==> src/rtl/rsob_pkg.sv <==
// ----------------------------------------------------------------------------
// rsob_pkg
// Shared types, constants and the divider step for the RGBA source-over blend.
// ----------------------------------------------------------------------------
package rsob_pkg;

  localparam int unsigned ChanNum       = 3;
  localparam int unsigned ChanWidth     = 8;
  localparam int unsigned PixelWidth    = 32;
  localparam int unsigned DenWidth      = 16;
  localparam int unsigned DivSteps      = 8;
  localparam int unsigned StepsPerStage = 2;
  localparam int unsigned DivStages     = DivSteps / StepsPerStage;
  localparam int unsigned AlphaLsb      = 24;

  localparam logic [ChanWidth-1:0] AlphaClear  = 8'h00;
  localparam logic [ChanWidth-1:0] AlphaOpaque = 8'hff;

  // Partial remainder and combined numerator-low-bits / quotient shifter
  typedef struct packed {
    logic [DenWidth-1:0] prem;
    logic [DenWidth-1:0] nq;
  } rsob_step_t;

  // One request as it travels through the divider stages
  typedef struct packed {
    logic                      last;
    logic                      bypass;
    logic [PixelWidth-1:0]     pass_pixel;
    logic [DenWidth-1:0]       den;
    rsob_step_t [ChanNum-1:0]  ch;
  } rsob_div_t;

  // One restoring division step: shift in the next numerator bit, try to
  // subtract the divisor, and shift the quotient bit into the low end.
  function automatic rsob_step_t rsob_div_step(input rsob_step_t s,
                                               input logic [DenWidth-1:0] den);
    logic [DenWidth:0] trial;
    rsob_step_t        r;
    trial = {s.prem, s.nq[DenWidth-1]};
    r.nq  = {s.nq[DenWidth-2:0], 1'b0};
    if (trial >= {1'b0, den}) begin
      r.prem  = DenWidth'(trial - {1'b0, den});
      r.nq[0] = 1'b1;
    end else begin
      r.prem = trial[DenWidth-1:0];
    end
    return r;
  endfunction

endpackage

==> src/rtl/rsob_prep.sv <==
// ----------------------------------------------------------------------------
// rsob_prep
// Two pipeline stages that premultiply the destination and form the blend
// numerators and the combined-alpha divisor.
// ----------------------------------------------------------------------------
module rsob_prep import rsob_pkg::*; (
  input  logic                  clk_i,
  input  logic                  rst_ni,
  input  logic                  valid_i,
  output logic                  ready_o,
  input  logic [PixelWidth-1:0] dest_pixel_i,
  input  logic [PixelWidth-1:0] over_pixel_i,
  input  logic                  last_pixel_i,
  output logic                  valid_o,
  input  logic                  ready_i,
  output rsob_div_t             data_o
);

  typedef struct packed {
    logic                                last;
    logic                                bypass;
    logic [PixelWidth-1:0]               pass_pixel;
    logic [ChanWidth-1:0]                a1;
    logic [ChanWidth:0]                  inv;
    logic [ChanNum-1:0][ChanWidth-1:0]   c1;
    logic [ChanNum-1:0][2*ChanWidth-1:0] c0p;
    logic [2*ChanWidth:0]                ad;
  } prep_t;

  prep_t     st_a_d, st_a_q;
  rsob_div_t st_b_d, st_b_q;
  logic      valid_a_q, valid_b_q;
  logic      ready_a, ready_b;

  // Stall chain: a stage loads when empty or when its successor drains it
  assign ready_b = !valid_b_q || ready_i;
  assign ready_a = !valid_a_q || ready_b;
  assign ready_o = ready_a;

  // Stage A: premultiply destination colour, pick the bypass pixel
  always_comb begin
    logic [ChanWidth-1:0] a0;
    a0               = dest_pixel_i[AlphaLsb +: ChanWidth];
    st_a_d.a1        = over_pixel_i[AlphaLsb +: ChanWidth];
    st_a_d.last      = last_pixel_i;
    st_a_d.bypass    = (st_a_d.a1 == AlphaClear) || (st_a_d.a1 == AlphaOpaque);
    st_a_d.pass_pixel = (st_a_d.a1 == AlphaClear) ? dest_pixel_i : over_pixel_i;
    st_a_d.inv       = (ChanWidth+1)'(9'd256 - {1'b0, st_a_d.a1});
    st_a_d.ad        = (2*ChanWidth+1)'(17'(a0) * 17'(st_a_d.inv));
    for (int c = 0; c < ChanNum; c++) begin
      st_a_d.c1[c]  = over_pixel_i[c*ChanWidth +: ChanWidth];
      st_a_d.c0p[c] = 16'(dest_pixel_i[c*ChanWidth +: ChanWidth]) * 16'(a0);
    end
  end

  // Stage B: numerator 256*c1*a1 + c0p*(256-a1), divisor 256*a1 + a0*(256-a1)
  always_comb begin
    logic [16:0] den_sum;
    logic [25:0] num;
    den_sum           = {1'b0, st_a_q.a1, 8'h00} + st_a_q.ad;
    st_b_d.last       = st_a_q.last;
    st_b_d.bypass     = st_a_q.bypass;
    st_b_d.pass_pixel = st_a_q.pass_pixel;
    st_b_d.den        = den_sum[DenWidth-1:0];
    for (int c = 0; c < ChanNum; c++) begin
      num = 26'({16'(st_a_q.c1[c]) * 16'(st_a_q.a1), 8'h00})
          + 26'(26'(st_a_q.c0p[c]) * 26'(st_a_q.inv));
      // quotient stays below 256, so numerator >> 8 is below the divisor
      st_b_d.ch[c].prem = num[23:8];
      st_b_d.ch[c].nq   = {num[7:0], 8'h00};
    end
  end

  // Hold valid bits under reset
  always_ff @(posedge clk_i or negedge rst_ni) begin
    if (!rst_ni) begin
      valid_a_q <= 1'b0;
      valid_b_q <= 1'b0;
    end else begin
      if (ready_a) valid_a_q <= valid_i;
      if (ready_b) valid_b_q <= valid_a_q;
    end
  end

  // Advance payload
  always_ff @(posedge clk_i) begin
    if (ready_a && valid_i)   st_a_q <= st_a_d;
    if (ready_b && valid_a_q) st_b_q <= st_b_d;
  end

  assign valid_o = valid_b_q;
  assign data_o  = st_b_q;

endmodule

==> src/rtl/rsob_div_stage.sv <==
// ----------------------------------------------------------------------------
// rsob_div_stage
// One pipeline stage of the restoring divider; retires two quotient bits for
// each colour channel.
// ----------------------------------------------------------------------------
module rsob_div_stage import rsob_pkg::*; (
  input  logic      clk_i,
  input  logic      rst_ni,
  input  logic      valid_i,
  output logic      ready_o,
  input  rsob_div_t data_i,
  output logic      valid_o,
  input  logic      ready_i,
  output rsob_div_t data_o
);

  rsob_div_t data_d, data_q;
  logic      valid_q;

  assign ready_o = !valid_q || ready_i;

  // Run the division steps of this stage on every channel
  always_comb begin
    data_d = data_i;
    for (int c = 0; c < ChanNum; c++) begin
      for (int s = 0; s < StepsPerStage; s++) begin
        data_d.ch[c] = rsob_div_step(data_d.ch[c], data_i.den);
      end
    end
  end

  always_ff @(posedge clk_i or negedge rst_ni) begin
    if (!rst_ni) begin
      valid_q <= 1'b0;
    end else if (ready_o) begin
      valid_q <= valid_i;
    end
  end

  // Advance payload on load
  always_ff @(posedge clk_i) begin
    if (ready_o && valid_i) data_q <= data_d;
  end

  assign valid_o = valid_q;
  assign data_o  = data_q;

endmodule

==> src/rtl/rgba_source_over_blend_unit.sv <==
// ----------------------------------------------------------------------------
// rgba_source_over_blend_unit
// Source-over compositing of an RGBA8 overlay pixel onto an RGBA8 destination.
// ----------------------------------------------------------------------------
// Takes one pixel pair per cycle and returns one composited pixel per cycle
// while the output is not stalled. Two stages premultiply and form the
// numerators and the combined alpha; four more stages run an eight-step
// restoring divider, two quotient bits per stage, for the three colour
// channels in parallel. An overlay alpha of 0 or 255 rides the same pipeline
// and returns the destination or the overlay unchanged. The last-pixel mark
// travels with its pixel. Each stage loads whenever it is empty or drained,
// so bubbles close up under an output stall.
module rgba_source_over_blend_unit import rsob_pkg::*; (
  input  logic                  clk_i,
  input  logic                  rst_ni,
  input  logic                  in_valid_i,
  output logic                  in_ready_o,
  input  logic [PixelWidth-1:0] dest_pixel_i,
  input  logic [PixelWidth-1:0] over_pixel_i,
  input  logic                  last_pixel_i,
  output logic                  out_valid_o,
  input  logic                  out_ready_i,
  output logic [PixelWidth-1:0] blended_pixel_o,
  output logic                  last_out_o
);

  rsob_div_t stage_data  [DivStages+1];
  logic      stage_valid [DivStages+1];
  logic      stage_ready [DivStages+1];

  // Premultiply and form numerator / divisor
  rsob_prep u_prep (
    .clk_i        (clk_i),
    .rst_ni       (rst_ni),
    .valid_i      (in_valid_i),
    .ready_o      (in_ready_o),
    .dest_pixel_i (dest_pixel_i),
    .over_pixel_i (over_pixel_i),
    .last_pixel_i (last_pixel_i),
    .valid_o      (stage_valid[0]),
    .ready_i      (stage_ready[0]),
    .data_o       (stage_data[0])
  );

  // Divider pipeline
  for (genvar g = 0; g < DivStages; g++) begin : g_div
    rsob_div_stage u_div_stage (
      .clk_i   (clk_i),
      .rst_ni  (rst_ni),
      .valid_i (stage_valid[g]),
      .ready_o (stage_ready[g]),
      .data_i  (stage_data[g]),
      .valid_o (stage_valid[g+1]),
      .ready_i (stage_ready[g+1]),
      .data_o  (stage_data[g+1])
    );
  end

  assign stage_ready[DivStages] = out_ready_i;

  // Assemble the result: bypass pixel or blended channels with D >> 8 alpha
  assign out_valid_o     = stage_valid[DivStages];
  assign last_out_o      = stage_data[DivStages].last;
  assign blended_pixel_o = stage_data[DivStages].bypass
                         ? stage_data[DivStages].pass_pixel
                         : {stage_data[DivStages].den[DenWidth-1:ChanWidth],
                            stage_data[DivStages].ch[2].nq[ChanWidth-1:0],
                            stage_data[DivStages].ch[1].nq[ChanWidth-1:0],
                            stage_data[DivStages].ch[0].nq[ChanWidth-1:0]};

  // Input is refused only when the whole pipeline is backed up
  a_refuse_only_when_full : assert property (@(posedge clk_i) disable iff (!rst_ni)
    !in_ready_o |-> (out_valid_o && !out_ready_i))
    else $error("input refused while pipeline has room");

  // Divider entry: quotient must fit in eight bits
  a_div_entry_bound : assert property (@(posedge clk_i) disable iff (!rst_ni)
    (stage_valid[0] && !stage_data[0].bypass) |->
      (stage_data[0].ch[0].prem < stage_data[0].den) &&
      (stage_data[0].ch[1].prem < stage_data[0].den) &&
      (stage_data[0].ch[2].prem < stage_data[0].den))
    else $error("divider entry remainder not below divisor");

  // Divider exit: final remainders are proper
  a_div_exit_bound : assert property (@(posedge clk_i) disable iff (!rst_ni)
    (out_valid_o && !stage_data[DivStages].bypass) |->
      (stage_data[DivStages].ch[0].prem < stage_data[DivStages].den) &&
      (stage_data[DivStages].ch[1].prem < stage_data[DivStages].den) &&
      (stage_data[DivStages].ch[2].prem < stage_data[DivStages].den))
    else $error("divider exit remainder not below divisor");

  // Blended alpha is never zero
  a_blend_alpha_nonzero : assert property (@(posedge clk_i) disable iff (!rst_ni)
    (out_valid_o && !stage_data[DivStages].bypass) |->
      (blended_pixel_o[PixelWidth-1:AlphaLsb] != AlphaClear))
    else $error("blended alpha is zero");

endmodule
==> config.mk <==
export PLATFORM = sky130hd
export DESIGN_NAME = rgba_source_over_blend_unit
export DESIGN_NICKNAME = d
export VERILOG_FILES = /design/src/rtl/rsob_pkg.sv /design/src/rtl/rsob_prep.sv /design/src/rtl/rsob_div_stage.sv /design/src/rtl/rgba_source_over_blend_unit.sv
export SDC_FILE = /design/constraint.sdc
export NUM_CORES = 2
export LEC_CHECK = 0
export BUFFER_PORTS_ARGS = -buffer_cell sky130_fd_sc_hd__buf_4
export CORE_UTILIZATION = 67
export DETAILED_ROUTE_END_ITERATION = 8
export PLACE_DENSITY = 0.85
export SYNTH_ARGS = -nofsm -noshare
export SYNTH_HDL_FRONTEND = slang
export SYNTH_SLANG_ARGS = --single-unit
==> constraint.sdc <==
create_clock -name clk_i -period 10.6 [get_ports clk_i]
set_clock_uncertainty 0.05 [all_clocks]
set_input_delay 2.12 -clock clk_i [delete_from_list [all_inputs] [get_ports clk_i]]
set_output_delay 2.12 -clock clk_i [all_outputs]
set_load 0.02 [all_outputs]
; ---- Yosys cells after proc, flatten, opt, wreduce, memory -nomap -nowiden
; Index checks and enable logic that the tools add are counted.
[word_totals]
ff_bits = 707
latchBits = 0
ramBits = 0
romBits = 0
inputBits = 69
output_inout_bits = 35
n_memories = 0
[classes]
addsub = 26
mul = 10
n_div = 0
n_lt_le_gt_ge = 24
n_eq_ne = 1
shift = 0
n_mux = 47
bitwise = 0
reduce_logical = 20
[op_table]
columns = op, count
row1 = $ge 17x16->1, 24
row2 = $mux 16, 21
row3 = $sub 16x16->16, 21
row4 = $mul 8x8->16, 6
row5 = $add 24x24->24, 3
row6 = $mul 16x9->24, 3
row7 = $mux 32, 2
row8 = $mux 1, 24
row9 = $add 16x16->16, 1
row10 = $mul 8x9->16, 1
row11 = $sub 9x8->9 const A, 1
row12 = $eq 8x8->1 const B, 1
row13 = $logic_not 8->1, 1
row14 = $logic_or 1x1->1, 7
row15 = $logic_and 1x1->1, 6
row16 = $logic_not 1->1, 6

; ---- Depth between registers and ports, before layout
[depth]
ltp_word = 8
mapped_depth = 26

; ---- Modules after synthesis
; Synthesis repeated with hierarchy kept, for this count alone.
[unflattened]
cells_unflattened = 7384
area_unflattened_um2 = 78303.8
[modules_own_cells]
columns = module, n_inst, cells_each, area_each_um2, seq_area_each_um2
row1 = rsob_prep, 1, 3760, 37409.6, 7857.5
row2 = rsob_div_stage at g_div[0].u_div_stage ..., 3, 890, 10065.9, 4409.2
row3 = rsob_div_stage at g_div[1].u_div_stage, 1, 918, 10152.2, 4409.2
row4 = rgba_source_over_blend_unit, 1, 36, 544.3, 0.0

; ---- Worst setup path after synthesis
; Ideal clock, no wire load.
[synth_path]
path_kind = input to register
from = input out_ready_i
to = register g_div[1].u_div_stage.data_q (netlist bit g_div[1].u_div_stage.data_o[0]), enable pin
setup_time_ns = 0.619
arrival_ns = 7.796
required_time_ns = 9.931
slack_ns = 2.136
stages = 3
path_buffers = 0
path_cell_list = nor2b_1 > and3_1 > nor2b_1
[synth_via]
elab_chain_cells = 4
[synth_rtl]
columns = item, line
row1 = "start, declared", rgba_source_over_blend_unit.sv:22  ; input logic out_ready_i,
row2 = $logic_or 1x1->1 (3 in series), rsob_div_stage.sv:20  ; assign ready_o = !valid_q || ready_i;
row3 = $logic_and 1x1->1, rsob_div_stage.sv:42  ; if (ready_o && valid_i) data_q <= data_d;
row4 = "end signal, assigned", rsob_div_stage.sv:42
row5 = "end, declared", rsob_div_stage.sv:17  ; rsob_div_t data_d, data_q;
; No other way between the ends.
; A chain may end at the register's enable or synchronous reset.

==> results.yml <==
worst_setup_path:
  reg2reg_depth: 22
  endpoint: "u_prep.st_a_q[15]$_DFFE_PP_"
  r2r_end: "u_prep.data_o[95]$_DFFE_PP_"
  crit_path_end_kind: "flip-flop"
  cp-start-kind: "input port"
  cp.required_ns: 10.96
  r2r-start: "u_prep.st_a_q[89]$_DFFE_PP_"
  crit_start: "over_pixel_i[24]"
  critPathKind: "in -> reg"
  crit_arrival_ns: 7.48
  cp_max_fo: 34
  r2r_slack_ns: 3.53
clock_tree:
  cts_sinks: 698
  cts_setup_buffers: 0
  clk_pin_slew_ns: 0.06
  cts_tree: "yes"
  clk_latency_ns: 0.69
  cts_max_level: 3
  cts_hold_buf: 0
  clockRootBuffer: "clkbuf_16"
  ctsResizeCount: 0
  cts_buffers: 74
  clockBufferDepth: 3
drt:
  viasPerCell: 6.18
  drc: 0
  detail_route.wl_per_cell_um: 22.0
  vias: 52039
  drt_iter0_markers: 4224
  ant_nets: 0
  routed_wl_um: 185000
  dr.pass1.iters: 8
yosys:
  yosysUniqueCellTypes: 82
  synthArstFlopShare_pct: 0.860
  netlist_area_um2: 70500
  seq_area_frac_synth_pct: 29.7
  syn_avg_cell_area_um2: 10.1
  yosysTopAreaCell: "edfxtp_1"
  synth.area.top_cells: "edfxtp_1 (29%), fa_1 (18%), ha_1 (14%)"
  synth_edf_count: 692
  synthFlopType: "edfxtp_1"
  synth_seq_cells: 698
  syn_nets: 8417
  synth_warnings: 0
  synthCells: 6948
  synth_top_area_share_pct: 29.5
grt:
  grt_overflow: 0
  grt_pass1_wl_um: 289000
  track_usage_pct: 35.0
  grt_max_degree: 83
  grt_pass1_vias: 53237
  antenna_found_initial: 6
place:
  gp_congestion: 0.956
  dp_hpwl_um: 140000
  io_buffers: 103
timing:
  fin_setup_tns_ns: 0
  setup_violations: 0
  fin_crit_ns: 7.12
  rsz0062_at_grt: "false"
  min_period_over_period_pct: 67.2
  fmax_mhz: 140
  drv_slew: 0
  worstMarginPinSlew_ns: 1.18
  hold_viol: 0
  max-slew-margin-rel_pct: 21.0
status:
  outcome: "finished clean"
die:
  start_util_pct: 67.8
  io_pins: 104
  die_h_um: 326
  dieArea_um2: 106000
  die_w_um: 326
  row_count: 118
  core_area_um2: 104000
worst_hold_path:
  hp-class: "reg -> reg"
  min_from: "u_prep.data_o[43]$_DFFE_PP_"
final_layout:
  layout.nets: 8449
  finalCoreUtilization_pct: 72.2
  drive_gt1_share_pct: 7.94
  fill_cells: 7102
  area_delta_synth_final_pct: 6.53
run:
  drv_cap: 0
-- area by class of cell --
class	count	area (um2)	area share, %
antenna	2	5.00	0.00667
clock buffer	85	1910	2.55
clock inverter	51	578	0.770
inverter	969	3640	4.84
multi-input combinational	5094	45200	60.2
sequential	698	20900	27.9
tap	1380	1730	2.30
timing repair buffer	143	1070	1.43
-- Yosys cell counts, types with 107 or more instances --
cell type,count
edfxtp_1,692
fa_1,618
a21oi_1,288
xnor2_1,269
o21ai_0,239
mux2_2,241
and2_1,477
xor2_1,131
ha_1,782
clkbuf_1,162
nor2_1,296
nand2_1,712
a21o_1,107
inv_1,968
-- metrics by stage --
stage / instance area, um2 / setup WS (ns) / hold WS [ns] / std cells
finish: 75100 / 3.48 / 0.311 / 8422
global route: 75100 / 3.07 / 0.335 / 8420
CTS: 75100 / 3.56 / 0.308 / 8420
detailed placement: 72600 / 2.87 / 0.355 / 8284
global placement: 72600 / 2.90 / 0.350 / 8284
floorplan: 70500 / 2.14 / 0.350 / 6948
-- worst min path at each step --
stage,depth (start not counted),slack (ns),to
after floorplan,0,0.35,g_div[0].u_div_stage.data_o[10]$_DFFE_PP_
after global placement,0,0.35,g_div[1].u_div_stage.data_o[118]$_DFFE_PP_
after detailed placement,0,0.35,g_div[0].u_div_stage.data_o[127]$_DFFE_PP_
after CTS,0,0.31,g_div[0].u_div_stage.data_o[45]$_DFFE_PP_
after global routing,0,0.33,g_div[1].u_div_stage.data_o[15]$_DFFE_PP_
final,0,0.31,g_div[0].u_div_stage.data_o[45]$_DFFE_PP_
-- logic make-up (layout without fill, tap and decap cells) --
family | count (synthesis) | count (layout) | share of synthesized area, %
flip-flops | 698 | 698 | 29.7
adder cells (fa/ha/maj) | 1400 | 1400 | 31.4
multiplexers | 276 | 276 | 4.35
AND/OR/NAND/NOR | 1984 | 1984 | 13.8
buffers and inverters | 1156 | 1248 | 6.22
AO/OA/AOI/OAI | 1034 | 1034 | 9.48
other | 0 | 2 | 0
XOR/XNOR | 400 | 400 | 4.97
-- metal layers --
metal  share of wire [%]  vias to the layer above  global-route usage, %
li1                    -                    23556                      -
met1                  37                    25344                   41.5
met2                  48                     2447                   58.6
met3                 7.5                      688                   5.28
met4                 8.1                        4                   24.5
met5               0.014                        -                      0
-- placed cells by master (no fill, tap or decap), drive strengths merged, types with 24 or more instances in the layout --
cell / netlist / final
a211oi: 28 / 28
a21o: 107 / 107
a21oi: 291 / 291
a31oi: 37 / 37
and2: 477 / 477
and3: 30 / 30
buf: 25 / 143
clkbuf: 162 / 85
clkinv: 0 / 32
edfxtp: 692 / 692
fa: 618 / 618
ha: 782 / 782
inv: 969 / 978
mux2: 241 / 241
mux2i: 35 / 35
nand2: 712 / 712
nand2b: 63 / 63
nand3: 78 / 78
nand4: 58 / 58
nor2: 296 / 296
nor2b: 81 / 81
nor3: 91 / 91
o21a: 91 / 91
o21ai: 243 / 243
o21bai: 35 / 35
or3: 24 / 24
xnor2: 269 / 269
xor2: 131 / 131
-- critical path, cell delays in order --
cell      delay (ns)
buf_4           0.17
inv_1           0.10
ha_1            0.25
nand3b_1        0.13
or3_1           0.80
inv_1           0.09
buf_4           0.29
and2_1          0.24
fa_1            0.53
inv_1           0.05
fa_1            0.53
inv_1           0.05
fa_1            0.45
fa_1            0.38
ha_1            0.39
nand3_1         0.12
nand2_1         0.06
a41o_1          0.23
o41a_1          0.34
xnor2_1         0.14
-- state kept, by name, indices dropped and copies added (netlist names) --
signal                     count
g_div.u_div_stage.data_o     432
g_div.u_div_stage.valid_o      4
u_prep.data_o                122
u_prep.st_a_q                138
u_prep.valid_a_q               1
u_prep.valid_o                 1
Power is not shown: default switching activity piles up to over one toggle a cycle in this logic, so the estimate is an artifact.
